## src/hw/rtl/rmf_pkg.sv

```systemverilog
`timescale 1ns / 1ps

package rmf_pkg;

  localparam int DEPTH = 4;
  localparam int PTR_W = 2;
  localparam int CNT_W = 3;

  typedef enum logic {
    CFG_WIDTH  = 1'b0,
    CFG_HEIGHT = 1'b1
  } cfg_idx_t;

  // One request in the queue: the 3x3 window after the pixel went in, and
  // where that pixel sits in the frame.
  typedef struct packed {
    logic [8:0][23:0] win;
    logic [15:0]      row;
    logic [15:0]      col;
    logic             r1;
    logic             r2;
    logic             c1;
    logic             c2;
    logic             rl;
    logic             cl;
  } job_t;

endpackage

```

## src/hw/rtl/rmf_queue.sv

```systemverilog
`timescale 1ns / 1ps

module rmf_queue (
  input  logic                      clk,
  input  logic                      rst,
  input  logic                      push,
  input  rmf_pkg::job_t             push_job,
  input  logic                      pop,
  output rmf_pkg::job_t             head,
  output logic                      head_valid,
  output logic [rmf_pkg::CNT_W-1:0] count
);

  rmf_pkg::job_t               entries [rmf_pkg::DEPTH];
  logic [rmf_pkg::PTR_W-1:0]   wr_ptr;
  logic [rmf_pkg::PTR_W-1:0]   rd_ptr;

  assign head       = entries[rd_ptr];
  assign head_valid = (count != '0);

  always_ff @(posedge clk) begin
    if (push) begin
      entries[wr_ptr] <= push_job;
    end
  end

  always_ff @(posedge clk) begin
    if (rst) begin
      wr_ptr <= '0;
      rd_ptr <= '0;
      count  <= '0;
    end else begin
      if (push) begin
        wr_ptr <= wr_ptr + 1'b1;
      end
      if (pop) begin
        rd_ptr <= rd_ptr + 1'b1;
      end
      if (push && !pop) begin
        count <= count + 1'b1;
      end else if (pop && !push) begin
        count <= count - 1'b1;
      end
    end
  end

  a_count_bound: assert property (@(posedge clk) disable iff (rst)
    count <= rmf_pkg::CNT_W'(rmf_pkg::DEPTH))
    else $error("queue count above depth");

  a_no_overflow: assert property (@(posedge clk) disable iff (rst)
    count == rmf_pkg::CNT_W'(rmf_pkg::DEPTH) |-> !push || pop)
    else $error("push into a full queue");

endmodule

```

## config.mk

```make
export PLATFORM = sky130hd
export DESIGN_NAME = rmf_queue
export DESIGN_NICKNAME = d
export VERILOG_FILES = /design/src/hw/rtl/rmf_pkg.sv /design/src/hw/rtl/rmf_queue.sv
export SDC_FILE = /design/constraint.sdc
export NUM_CORES = 1
export LEC_CHECK = 0
export BUFFER_PORTS_ARGS = -buffer_cell sky130_fd_sc_hd__buf_2
export CORE_MARGIN = 1
export CORE_UTILIZATION = 46
export CTS_CLUSTER_DIAMETER = 60
export DETAILED_ROUTE_END_ITERATION = 8
export HOLD_SLACK_MARGIN = 0.15
export PLACE_DENSITY = 0.75
export SKIP_LAST_GASP = 1
export SYNTH_ARGS = -nofsm -noshare
export SYNTH_HDL_FRONTEND = slang
export SYNTH_SLANG_ARGS = --single-unit
```

## constraint.sdc

```tcl
create_clock -name clk -period 25.9 [get_ports clk]
set_input_delay 6.475 -clock clk [delete_from_list [all_inputs] [get_ports clk]]
set_output_delay 6.475 -clock clk [all_outputs]
set_load 0.005 [all_outputs]
```

Word-level counts from Yosys, hierarchy flattened
Memory sizes are Yosys's and may differ from the RTL's. A register that Yosys moved wholly into a read port is not among the register bits. Cells that the tools add are included.

Output and inout port bits: 258. RAM bits: 1016. Flip-flop bits (word level): 7. Logic and storage cells: 20. Memories: 1. Input bits: 258.

Memory list: entries (words 4, width 254, rd ports 1, clocked after Yosys merged registers in 1, wr ports 1, RTL line rmf_queue.sv:14) `rmf_pkg::job_t entries [rmf_pkg::DEPTH];`.

Reduce and logical (&&, ||, !) cells: 6. Multiplexer cells: 6. $add $sub $neg: 4.

Operators with widths (number): 2-to-1 mux 3 bit (2); adder 2 x 1 -> 2 bit (second input constant) (2); 2-to-1 mux 2 bit (2); adder 3 x 1 -> 3 bit (second input constant) (1); nonzero test 3 bit (1); subtractor 3 x 1 -> 3 bit (second input constant) (1); logical AND 1 bit (2); logical NOT 1 bit (2); 2-to-1 mux 1 bit (2); nonzero test 2 bit (1).

Logic depth before layout (Yosys ltp)
Word-level depth: 4. Depth in mapped cells: 7.

Worst setup path before layout
Ideal clock, no wire load.

Kind: input -> register. Start point: input port push. End point: memory entries[0][0] (netlist bit), enable pin. Buffers on the path: 0. Stages: 1. Arrival time: 12.216 ns. Path slack: 13.038 ns. Path through: and2_1.

Longest elaborated chain between the ends: 2.

RTL lines: start, declared (RTL line rmf_queue.sv:6) `input logic push,`; 2-to-1 mux 1 bit (RTL line rmf_queue.sv:22) `if (push) begin`; 2-to-1 mux 1 bit (implied by the code) (RTL line rmf_queue.sv:23) `entries[wr_ptr] <= push_job;`; end, declared (RTL line rmf_queue.sv:14).

No other way between the ends.

==> flow_summary.toml <==
[run_status]
status = "complete, no violations"

[global_route]
grt_pass1_wl_microns = 107000
grt_pass1_vias = 17681
grt_usage_pct = 17.4
antenna_found_initial = 18
grt_max_degree = 139
grt_overflow = 0

[cts]
cts_resized = 0
cts_buffer_depth = 3
ctsHoldBuffers = 0
clock_latency_ns = 0.66
cts_root_buf = "clkbuf_16"
cts.htree.levels = 3
cts_tree = "done"
post_cts_buffers = 0
clkTransAtPathRegs_ns = 0.06
numCtsBuffers = 101
clock_sinks = 1025

[worst_setup_path]
cp.arrival_ns = 4.00
critPathCaptureType = "output port"
reg2regPathDepth = 5
rr_startpoint = "wr_ptr[0]$_SDFFE_PP0P_"
worstPathRequired_ns = 19.42
crit_type = "reg2out"
critPathMostFrequentCell = "buf_4"
critPathLaunchType = "register"
worstPathCellList = "buf_4, buf_4, mux4_2, buf_2"
crit_fanout = 48
slowest_delay_ns = 0.84
crit_slowest_cell = "buf_4"

[pwr]
comb_power_share_pct = 8.6
switchingPower_w = 0.000791
internal_power_w = 0.00283
clockPowerShare_pct = 38.1
swShare_pct = 21.8
leakagePower_nw = 14.6
pwr-share-seq_pct = 53.3
ir_drop_uv = 63.3
p_total_w = 0.00362
power_density_mw_per_mm2 = 82.5

[sta]
fin_crit_ns = 10.47
tns_ns = 0
rsz0062_at_grt = "no"
timing_hold_violations_final = 0
finalCritPeriodShare_pct = 40.4
holdWs_ns = 0.508
max_freq_mhz = 95.5
fin_skew_ns = 0.0460
slew_headroom_pct = 21.3
finalSetupViolations = 0
tightest_slew_ns = 1.18
maxSlewViolCount = 0

[finish]
final_cells = 3091
syn_to_final_growth_pct = 18.8
drive_gt1_share_pct = 45.9
final_common_cell = "edfxtp_1"
final_cell_mix = "1016 x edfxtp_1, 515 x buf_2, 254 x mux4_2, 101 x clkbuf_16, 28 x clkinv_1"
final_nets = 2210
final_cell_area_sq_mm = 0.0440
nFillCells = 5837
multi_input_area_sq_mm = 0.00595
regArea_sq_mm = 0.0307

[yosys]
synthAdderAreaFrac_pct = 0.223
syn_area_sq_mm = 0.0370
synth_xor_xnor_area_share_pct = 0.118
syn-num-nets = 1633
muxShareOfSynthArea_pct = 15.5
netlist_instances = 1369
seq_area_frac_synth_pct = 83.0
synth_cell_type_count = 20
synth.avg_cell_area_sq_um = 27.0
synth-simple-area-share_pct = 0.183
yosys_warnings = 0
synth_compound_area_share_pct = 0.0271
ys_ff_latch = 1025
synth_top_family_by_area = "multiplexers"

[die]
start_util_pct = 46.7
die_h_microns = 286
core_area_sq_mm = 0.0793
dieWidth_microns = 286
rows = 103
dieArea_sq_mm = 0.0816
io_pins = 516

[routing]
drt-total-wl_microns = 71700
num_vias = 16596
via_per_inst = 5.37
ant_nets = 0
drc = 0
first_pass_iters = 5
avgRoutedWirePerCell_microns = 23.2
drtIter0Drc = 1109

[worst_hold_path]
hold_start = "count[2]$_SDFFE_PP0P_"
hold_path_class = "reg2reg"
min_path_cells = 2

[placement]
place_congestion = 0.741
dpl.cell_count = 2893
placed_area_sq_mm = 0.0407
io_buffer_count = 515
hpwl_microns = 43200

[flow_run]
maxCapViolCount = 0
==> registers in the layout, summed over array words and instances, names as in the netlist, named ones only <==
signal and cells:
count 3, rd_ptr 2, wr_ptr 2, entries 1016
==> per-layer routing <==
layer | vias up | global-route usage, % | wire (microns)
met4 | 20 | 5.49 | 1680
met3 | 137 | 5.45 | 6040
met2 | 600 | 29.3 | 36800
met5 | - | 0 | 124
met1 | 8699 | 21.6 | 27000
li1 | 7140 | - | -
==> per-stage QoR <==
step	worst slack (ns)	utilization [%]
3_5_place_dp	15.99	51.4
2_1_floorplan	13.04	-
4_1_cts	15.22	55.4
5_1_grt	15.00	55.5
3_3_place_gp	16.01	51.4
6_report	15.43	55.5
==> critical path: cells and delay by family, from the launching register on <==
kind / cells / cell delay, ns
buf+inv: 3 / 1.80
flops: 1 / 0.77
mux: 1 / 0.63
==> power by group through the flow <==
| stage | sequential [W] | combinational, W | clock (W) |
|---|---|---|---|
| 3_3_place_gp | 0.00196 | 0.000309 | 0 |
| 5_1_grt | 0.00194 | 0.000335 | 0.00147 |
| 6_report | 0.00193 | 0.000310 | 0.00138 |
| 2_1_floorplan | 0.00197 | 0.000177 | 0 |
| 3_5_place_dp | 0.00197 | 0.000316 | 0 |
| 4_1_cts | 0.00193 | 0.000318 | 0.00141 |
==> cells by family after synthesis <==
logic type,Yosys count
xor gates and xnor gates,5
buffers and inverters,61
AOI/OAI and AO/OA,2
and+or+nand+nor,14
DFF,1025
adders and majority gates,6
muxes,256
==> worst paths after layout <==
kind	endpoint	slack, ns
min	count[2]$_SDFFE_PP0P_	0.51
max reg2reg	entries[2][229]$_DFFE_PP_	22.21
min reg2reg	count[2]$_SDFFE_PP0P_	0.51
max	head[222]	15.43
==> cells in the mapped netlist <==
cell type	instances	share of area [%]
xnor2_1	2	0.047
buf_6	7	0.21
and2_1	4	0.068
or3_1	2	0.034
ha_1	5	0.17
mux4_2	254	15
o21ai_0	1	0.014
mux2i_1	2	0.054
fa_1	1	0.054
buf_4	10	0.20
edfxtp_1	1016	82
nand2_1	1	0.010
clkbuf_1	6	0.061
buf_2	29	0.39
xor2_1	3	0.071
dfxtp_1	9	0.49
nor2_1	7	0.071
a21oi_1	1	0.014
inv_1	4	0.041
buf_1	5	0.051
==> area by class of cell <==
type | instances | share of cell area (%)
antenna | 9 | 0.0512
clock buffer | 120 | 5.91
clock inverter | 69 | 1.38
inverter | 4 | 0.0342
multi-input combinational | 283 | 13.5
sequential | 1025 | 69.8
tap | 1050 | 2.99
timing repair buffer | 531 | 6.25
Note: power is estimated with default switching activity, not from simulation.
