[src/hw/rtl/rmf_pkg.sv]
`timescale 1ns / 1ps

package rmf_pkg;

  localparam int DEPTH = 4;
  localparam int PTR_W = 2;
  localparam int CNT_W = 3;

  typedef enum logic {
    CFG_WIDTH  = 1'b0,
    CFG_HEIGHT = 1'b1
  } cfg_idx_t;

  // One request in the queue: the 3x3 window after the pixel went in, and
  // where that pixel sits in the frame.
  typedef struct packed {
    logic [8:0][23:0] win;
    logic [15:0]      row;
    logic [15:0]      col;
    logic             r1;
    logic             r2;
    logic             c1;
    logic             c2;
    logic             rl;
    logic             cl;
  } job_t;

endpackage

[src/hw/rtl/rmf_back.sv]
`timescale 1ns / 1ps

module rmf_back (
  input  logic          clk,
  input  logic          rst,
  input  rmf_pkg::job_t head,
  input  logic          head_valid,
  output logic          pop,
  output logic          out_valid,
  input  logic          out_stall,
  output logic [7:0]    red_out,
  output logic [7:0]    green_out,
  output logic [7:0]    blue_out,
  output logic [15:0]   out_row,
  output logic [9:0]    out_col,
  output logic          run_last,
  output logic          frame_end
);

  // Picks the value whose rank among the valid entries is count/2; equal
  // values are ranked by position so exactly one entry matches.
  function automatic logic [7:0] median9(input logic [8:0][7:0] v, input logic [8:0] msk);
    logic [3:0] n;
    logic [3:0] rank;
    logic [7:0] res;
    n   = 4'd0;
    res = 8'd0;
    for (int f = 0; f < 9; f++) begin
      n = n + 4'(msk[f]);
    end
    for (int e = 0; e < 9; e++) begin
      rank = 4'd0;
      for (int f = 0; f < 9; f++) begin
        if (msk[f] && (v[f] < v[e] || (v[f] == v[e] && f < e))) begin
          rank = rank + 4'd1;
        end
      end
      if (msk[e] && rank == (n >> 1)) begin
        res = v[e];
      end
    end
    return res;
  endfunction

  logic             mid;
  logic             rowopt;
  logic             colopt;
  logic             cur_row;
  logic             cur_col;
  logic             load;
  logic             done;
  logic [2:0]       rowok;
  logic [2:0]       colok;
  logic [8:0]       mask;
  logic [8:0][7:0]  rv, gv, bv;

  assign cur_row = mid ? rowopt : !head.r1;
  assign cur_col = mid ? colopt : !head.c1;
  assign load    = head_valid && (!out_valid || !out_stall);
  assign done    = !((!cur_col && head.cl) || (!cur_row && head.rl));
  assign pop     = load && done;

  always_comb begin
    rowok[0] = !cur_row && head.r2;
    rowok[1] = head.r1;
    rowok[2] = 1'b1;
    colok[0] = !cur_col && head.c2;
    colok[1] = head.c1;
    colok[2] = 1'b1;
    for (int k = 0; k < 3; k++) begin
      for (int m = 0; m < 3; m++) begin
        mask[k*3+m] = rowok[k] && colok[m];
      end
    end
    for (int e = 0; e < 9; e++) begin
      rv[e] = head.win[e][23:16];
      gv[e] = head.win[e][15:8];
      bv[e] = head.win[e][7:0];
    end
  end

  always_ff @(posedge clk) begin
    if (rst) begin
      mid    <= 1'b0;
      rowopt <= 1'b0;
      colopt <= 1'b0;
    end else if (load) begin
      if (!cur_col && head.cl) begin
        mid    <= 1'b1;
        rowopt <= cur_row;
        colopt <= 1'b1;
      end else if (!cur_row && head.rl) begin
        mid    <= 1'b1;
        rowopt <= 1'b1;
        colopt <= !head.c1;
      end else begin
        mid <= 1'b0;
      end
    end
  end

  always_ff @(posedge clk) begin
    if (rst) begin
      out_valid <= 1'b0;
    end else if (!out_valid || !out_stall) begin
      out_valid <= head_valid;
    end
    if (load) begin
      red_out   <= median9(rv, mask);
      green_out <= median9(gv, mask);
      blue_out  <= median9(bv, mask);
      out_row   <= cur_row ? head.row : head.row - 16'd1;
      out_col   <= cur_col ? head.col[9:0] : head.col[9:0] - 10'd1;
      run_last  <= done;
      frame_end <= done && head.rl && head.cl;
    end
  end

  a_end_is_last: assert property (@(posedge clk) disable iff (rst)
    out_valid && frame_end |-> run_last)
    else $error("frame end without run last");

  a_pop_on_load: assert property (@(posedge clk) disable iff (rst)
    pop |-> load && head_valid)
    else $error("request retired without a result");

endmodule
[config.mk]
export PLATFORM = sky130hd
export DESIGN_NAME = rmf_back
export DESIGN_NICKNAME = d
export VERILOG_FILES = /design/src/hw/rtl/rmf_pkg.sv /design/src/hw/rtl/rmf_back.sv
export SDC_FILE = /design/constraint.sdc
export NUM_CORES = 2
export LEC_CHECK = 0
export ABC_AREA = 1
export BUFFER_PORTS_ARGS = -buffer_cell sky130_fd_sc_hd__buf_2
export CAP_MARGIN = 20
export CORE_ASPECT_RATIO = 1.2
export CORE_MARGIN = 3
export CORE_UTILIZATION = 40
export CTS_BUF_LIST = sky130_fd_sc_hd__clkbuf_8 sky130_fd_sc_hd__clkbuf_16
export DETAILED_ROUTE_END_ITERATION = 10
export PLACE_DENSITY = 0.66
export SLEW_MARGIN = 20
export SYNTH_ARGS = -nofsm -noshare
export SYNTH_HDL_FRONTEND = slang
export SYNTH_SLANG_ARGS = --single-unit
[constraint.sdc]
create_clock -name clk -period 12.9 [get_ports clk]
set_clock_uncertainty 0.1 [all_clocks]
set_input_delay 2.58 -clock clk [delete_from_list [all_inputs] [get_ports clk]]
set_output_delay 2.58 -clock clk [all_outputs]
set_load 0.005 [all_outputs]
Word-level counts from Yosys, hierarchy flattened. Cells that the tools add are included.

Add/sub/neg operators: 226. Order comparisons: 243. Eq/ne operators: 135. Muxes and demuxes: 523. Reduce and logical (&&, ||, !) cells: 371.

Operators by type and width (count): < comparator 8 bit (243); 2-to-1 mux 4 bit (459); adder 4 x 1 -> 4 bit, second input constant (217); equality test 8 bit (108); logical AND 1 bit (252); 2-to-1 mux 8 bit (27); logical OR 1 bit (110); equality test 4 x 3 -> 1 bit (27); 2-to-1 mux 1 bit (35); adder 4 x 1 -> 4 bit (4); 2-to-1 mux 16 bit (1); subtractor 16 x 1 -> 16 bit, second input constant (1); 2-to-1 mux 10 bit (1); subtractor 10 x 1 -> 10 bit, second input constant (1); logical NOT 1 bit (7); adder 3 x 1 -> 4 bit (1); adder 2 x 1 -> 3 bit (1); adder 1 x 1 -> 2 bit (1); AND reduction 2 bit (1); nonzero test 2 bit (1).

Register bits: 56. Input port bits: 258. Output and inout bits: 54. Logic and storage cells: 1509.

Depth between registers and ports, before layout.
Depth after elaboration: 43. Mapped depth: 48. Mapped depth without buffers: 48.

Worst setup path before layout. No wires, ideal clock.

Path type: input-to-reg. From: input port head[3] in the netlist's numbering. To: register red_out[1], data pin. Setup time: 0.252 ns. Arrival time: 8.256 ns. Required time: 12.548 ns. Slack: 4.292 ns. Cell stages on the path: 44. Buffers on the path: 3. Cells stage by stage: nand2_1 -> o21ai_2 -> nand2_4 -> buf_2 -> buf_2 -> nor2_1 -> clkbuf_1 -> nand2_1 -> inv_1 -> ha_1 -> inv_1 -> nand4_1 -> nand2_1 -> ha_1 -> or2_2 -> and2_1 -> ha_1 -> nand2_1 -> [... 8 more ...] -> ha_1 -> nand2_1 -> xor2_1 -> inv_1 -> nand2_1 -> nand3_1 -> nor2_1 -> nand3_1 -> nor2_4 -> inv_2 -> nand3_1 -> nand3_1 -> nand3_1 -> nand2_1 -> nand2_1 -> nand2_1 -> nand2_1 -> nand2_1.

Cells in the longest elaborated chain, start to end: 43. Elaborated cells between the ends (all ways): 330. Classes of those cells: add/sub (80); eq/ne (9); mux (172); reduce/logical (69).

Ends and longest elaborated chain: start, declared (line rmf_back.sv:6) `input rmf_pkg::job_t head,`; logical NOT 1 bit (line rmf_back.sv:58) `assign cur_col = mid ? colopt : !head.c1;`; 2-to-1 mux 1 bit (line rmf_back.sv:58); logical NOT 1 bit (line rmf_back.sv:67) `colok[0] = !cur_col && head.c2;`; logical AND 1 bit (line rmf_back.sv:67); logical AND 1 bit (line rmf_back.sv:72) `mask[k*3+m] = rowok[k] && colok[m];`; logical AND 1 bit (line rmf_back.sv:34) `if (msk[f] && (v[f] < v[e] || (v[f] == v[e] && f < e))) begin`; 2-to-1 mux 1 bit (line rmf_back.sv:34); 2-to-1 mux 4 bit (line rmf_back.sv:108) `if (load) begin`; [... 20 more ...]; 2-to-1 mux 4 bit (line rmf_back.sv:108); adder 4 x 1 -> 4 bit (line rmf_back.sv:35) `rank = rank + 4'd1;`; 2-to-1 mux 4 bit (line rmf_back.sv:34); 2-to-1 mux 4 bit (line rmf_back.sv:108); equality test 4 x 3 -> 1 bit (line rmf_back.sv:38) `if (msk[e] && rank == (n >> 1)) begin`; logical AND 1 bit (line rmf_back.sv:38); 2-to-1 mux 8 bit (8 in a row) (line rmf_back.sv:38); 2-to-1 mux 8 bit (*) (line rmf_back.sv:38); end signal, assigned (line rmf_back.sv:109) `red_out <= median9(rv, mask);`; end, declared (line rmf_back.sv:11) `output logic [7:0] red_out,`.

Mark *: on every way between the ends. The rest lies on a longest branch, timed or not. The select of a mux whose other input is x is not followed. A chain may end at the register's enable or synchronous reset.

Worst setup path after layout.
From: input port head[3] in the netlist's numbering. To: register red_out[3], data pin.

The elaborated chain is that of the path after synthesis.

==> results.cfg <==
[worst_setup_path]
worst_path_most_repeated_cell = nand2_1
start_kind = input port
crit_slowest_cell = nor2_4
path_class = in2reg
reg2reg_depth = 41
crit_path_max_incr_delay_ns = 0.76
crit_arrival_ns = 9.69
critPathMaxFanout = 22
rr_startpoint = mid$_SDFFE_PP0P_
r2r_end = red_out[3]$_DFFE_PP_
critPathCaptureType = register
reg2reg_slack_ns = 5.34
crit_required_ns = 12.90

[logic_synthesis]
synth_edf_count = 52
ys_types = 66
synthTopCellsByCount = nand2_1 (2107), ha_1 (1059), inv_1 (1014)
yosysMostFrequentCell = nand2_1
synth_area_leaders = ha_1 (33%), nand2_1 (20%), inv_1 (9.6%), nand3_1 (7.8%), a21oi_1 (5.6%)
async_flop_share_pct = 0
avgSynthCellArea_sq_um = 5.984
synth_top_area_share_pct = 33.27
ys_ff_latch = 56
ys_seq_area_share_pct = 4.122
synth_cells = 6655
ys.flop_type = edfxtp_1
mappedNetlistArea_sq_um = 39820
synth_nets = 7975
ys_warn_count = 0
synth_top_area_cell = ha_1

[flow_run]
maxCapViolations = 0

[global_route]
grt_start_max_net_pins = 48
grtUsageTotal_pct = 25.13
grt_pass1_wl_um = 208900
gr-total-overflow = 0
grt_pass1_vias = 40370
antenna_found_initial = 5

[clock_network]
cts_tree = yes
htreeDepth = 2
cts.clk_slew.worst_paths_ns = 0.10
cts-root-buf = clkbuf_16
postCtsHoldBufs = 0
clkSinkCount = 56
cts_buffers = 5
cts_resized = 0
clock_latency_ns = 0.32
cts_setup_buffers = 0
clockBufferDepth = 2

[floorplanning]
die_area_sq_um = 103400
ios = 312
start_util_pct = 40.42
die_y_um = 351.7
chipWidth_um = 294.0
core_sq_um = 98530
row_count = 126

[drt]
routedWlPerCell_um = 16.43
ant_nets = 0
viasPerCell = 5.358
drc = 0
finalWirelength_um = 135000
vias = 44028
drt_first_pass_iters = 9
drt_iter0_markers = 2487

[placed_design]
dp_hpwl_um = 110600
dp.cells = 8207
place.gp.congestion = 0.9418
io_buffers = 305

[sta]
fin_crit_sh_pct = 75.09
rsz0062_at_grt = no
worstMarginPinSlew_ns = 1.245
tns_ns = 0
maxSlewViolCount = 0
max_freq_mhz = 103.2
hold_viol = 0
max_slew_margin_pct = 15.90
min_period_ns = 9.686
setup_viol = 0

[layout]
fin_util_pct = 43.58
area_delta_synth_final_pct = 7.826
final_cells = 8218
nets = 8254
drive_above_1_share_pct = 7.844

[worst_hold_path]
min_from = out_valid$_SDFFE_PP0N_
whs_path_depth = 2
min_path_type = reg2reg
hold_end = out_valid$_SDFFE_PP0N_

[run_status]
outcome = completed

[power_and_ir_drop]
peakVddDrop_v = 0.00009491
p_leak_nw = 25.08
power_density_nw_per_um2 = 64.80
[cells in the final DEF (no fill, tap or decap), types with 41 or more instances in the layout]
| cell | synthesis | final |
|---|---|---|
| or2_2 | 52 | 52 |
| o21ai_0 | 184 | 184 |
| xor2_1 | 62 | 61 |
| nand2_1 | 2107 | 2107 |
| edfxtp_1 | 52 | 52 |
| inv_1 | 1014 | 1012 |
| o211ai_1 | 80 | 80 |
| o21ai_1 | 41 | 41 |
| ha_1 | 1059 | 1059 |
| nand4_1 | 155 | 155 |
| buf_2 | 15 | 305 |
| nor2_1 | 421 | 419 |
| a21oi_1 | 449 | 449 |
| nand3_1 | 617 | 617 |
[layer usage]
metal | global-route usage, % | share of wire [%]
met5 | 0 | 0.010
met1 | 29.21 | 41
met3 | 1.606 | 4.4
met2 | 46.88 | 49
met4 | 11.61 | 4.9
[flip-flops by register name, summed over array words and instances, names as in the netlist]
name       count
frame_end      1
rowopt         1
colopt         1
out_row       16
green_out      8
out_col       10
blue_out       8
mid            1
out_valid      1
red_out        8
run_last       1
[power by group]
| group | total (mW) | switching [mW] | leakage [nW] | internal, mW |
|---|---|---|---|---|
| registers | 0.280 | 0.0121 | 0.543 | 0.267 |
| logic | 2.34 | 1.59 | 24.5 | 0.756 |
| clock network | 0.161 | 0.0868 | 0.0680 | 0.0742 |
[stage by stage]
stage / power, mW / setup slack (ns) / hold slack, ns / cell area [sq um]
after floorplan: 1.894 / 4.292 / 0.3481 / 39820
after global placement: 2.539 / 2.980 / 0.3641 / 42780
after detailed placement: 2.603 / 2.867 / 0.3776 / 42780
after CTS: 2.776 / 3.225 / 0.3912 / 42930
after global routing: 3.129 / 2.725 / 0.4107 / 42940
final: 2.783 / 3.214 / 0.3880 / 42940
[cell type report]
type / instances / area (sq um)
diodes: 3 / 7.507
clock buffers: 5 / 125.1
clock inverters: 3 / 26.28
fillers: 10493 / 55590
inverters: 1051 / 3948
multi-input cells: 5503 / 33980
flip-flops and latches: 56 / 1642
well taps: 1280 / 1602
repair buffers: 317 / 1617
[cells by family after synthesis]
logic type,synth area share [%]
xor+xnor,2.199
compound gates,11.29
fa+ha+maj,33.42
flops,4.122
simple gates,38.32
buf+inv,10.64
[worst max-delay path, delay by kind of cell]
family / cells / cell delay, ns
and+or+nand+nor: 27 / 4.43
adders and majority gates: 6 / 1.47
buffers and inverters: 6 / 0.67
AOI/OAI and AO/OA: 2 / 0.29
xor gates and xnor gates: 1 / 0.19
[how the worst max path moves through the flow]
stage	start	to	slack [ns]
2_1_floorplan	head[3]	red_out[1]$_DFFE_PP_	4.29
3_3_place_gp	head[3]	red_out[1]$_DFFE_PP_	2.98
3_5_place_dp	head[3]	red_out[3]$_DFFE_PP_	2.87
4_1_cts	head[3]	red_out[3]$_DFFE_PP_	3.22
5_1_grt	head[3]	red_out[3]$_DFFE_PP_	2.72
6_report	head[3]	red_out[3]$_DFFE_PP_	3.21
(Power assumes the default switching activity.)
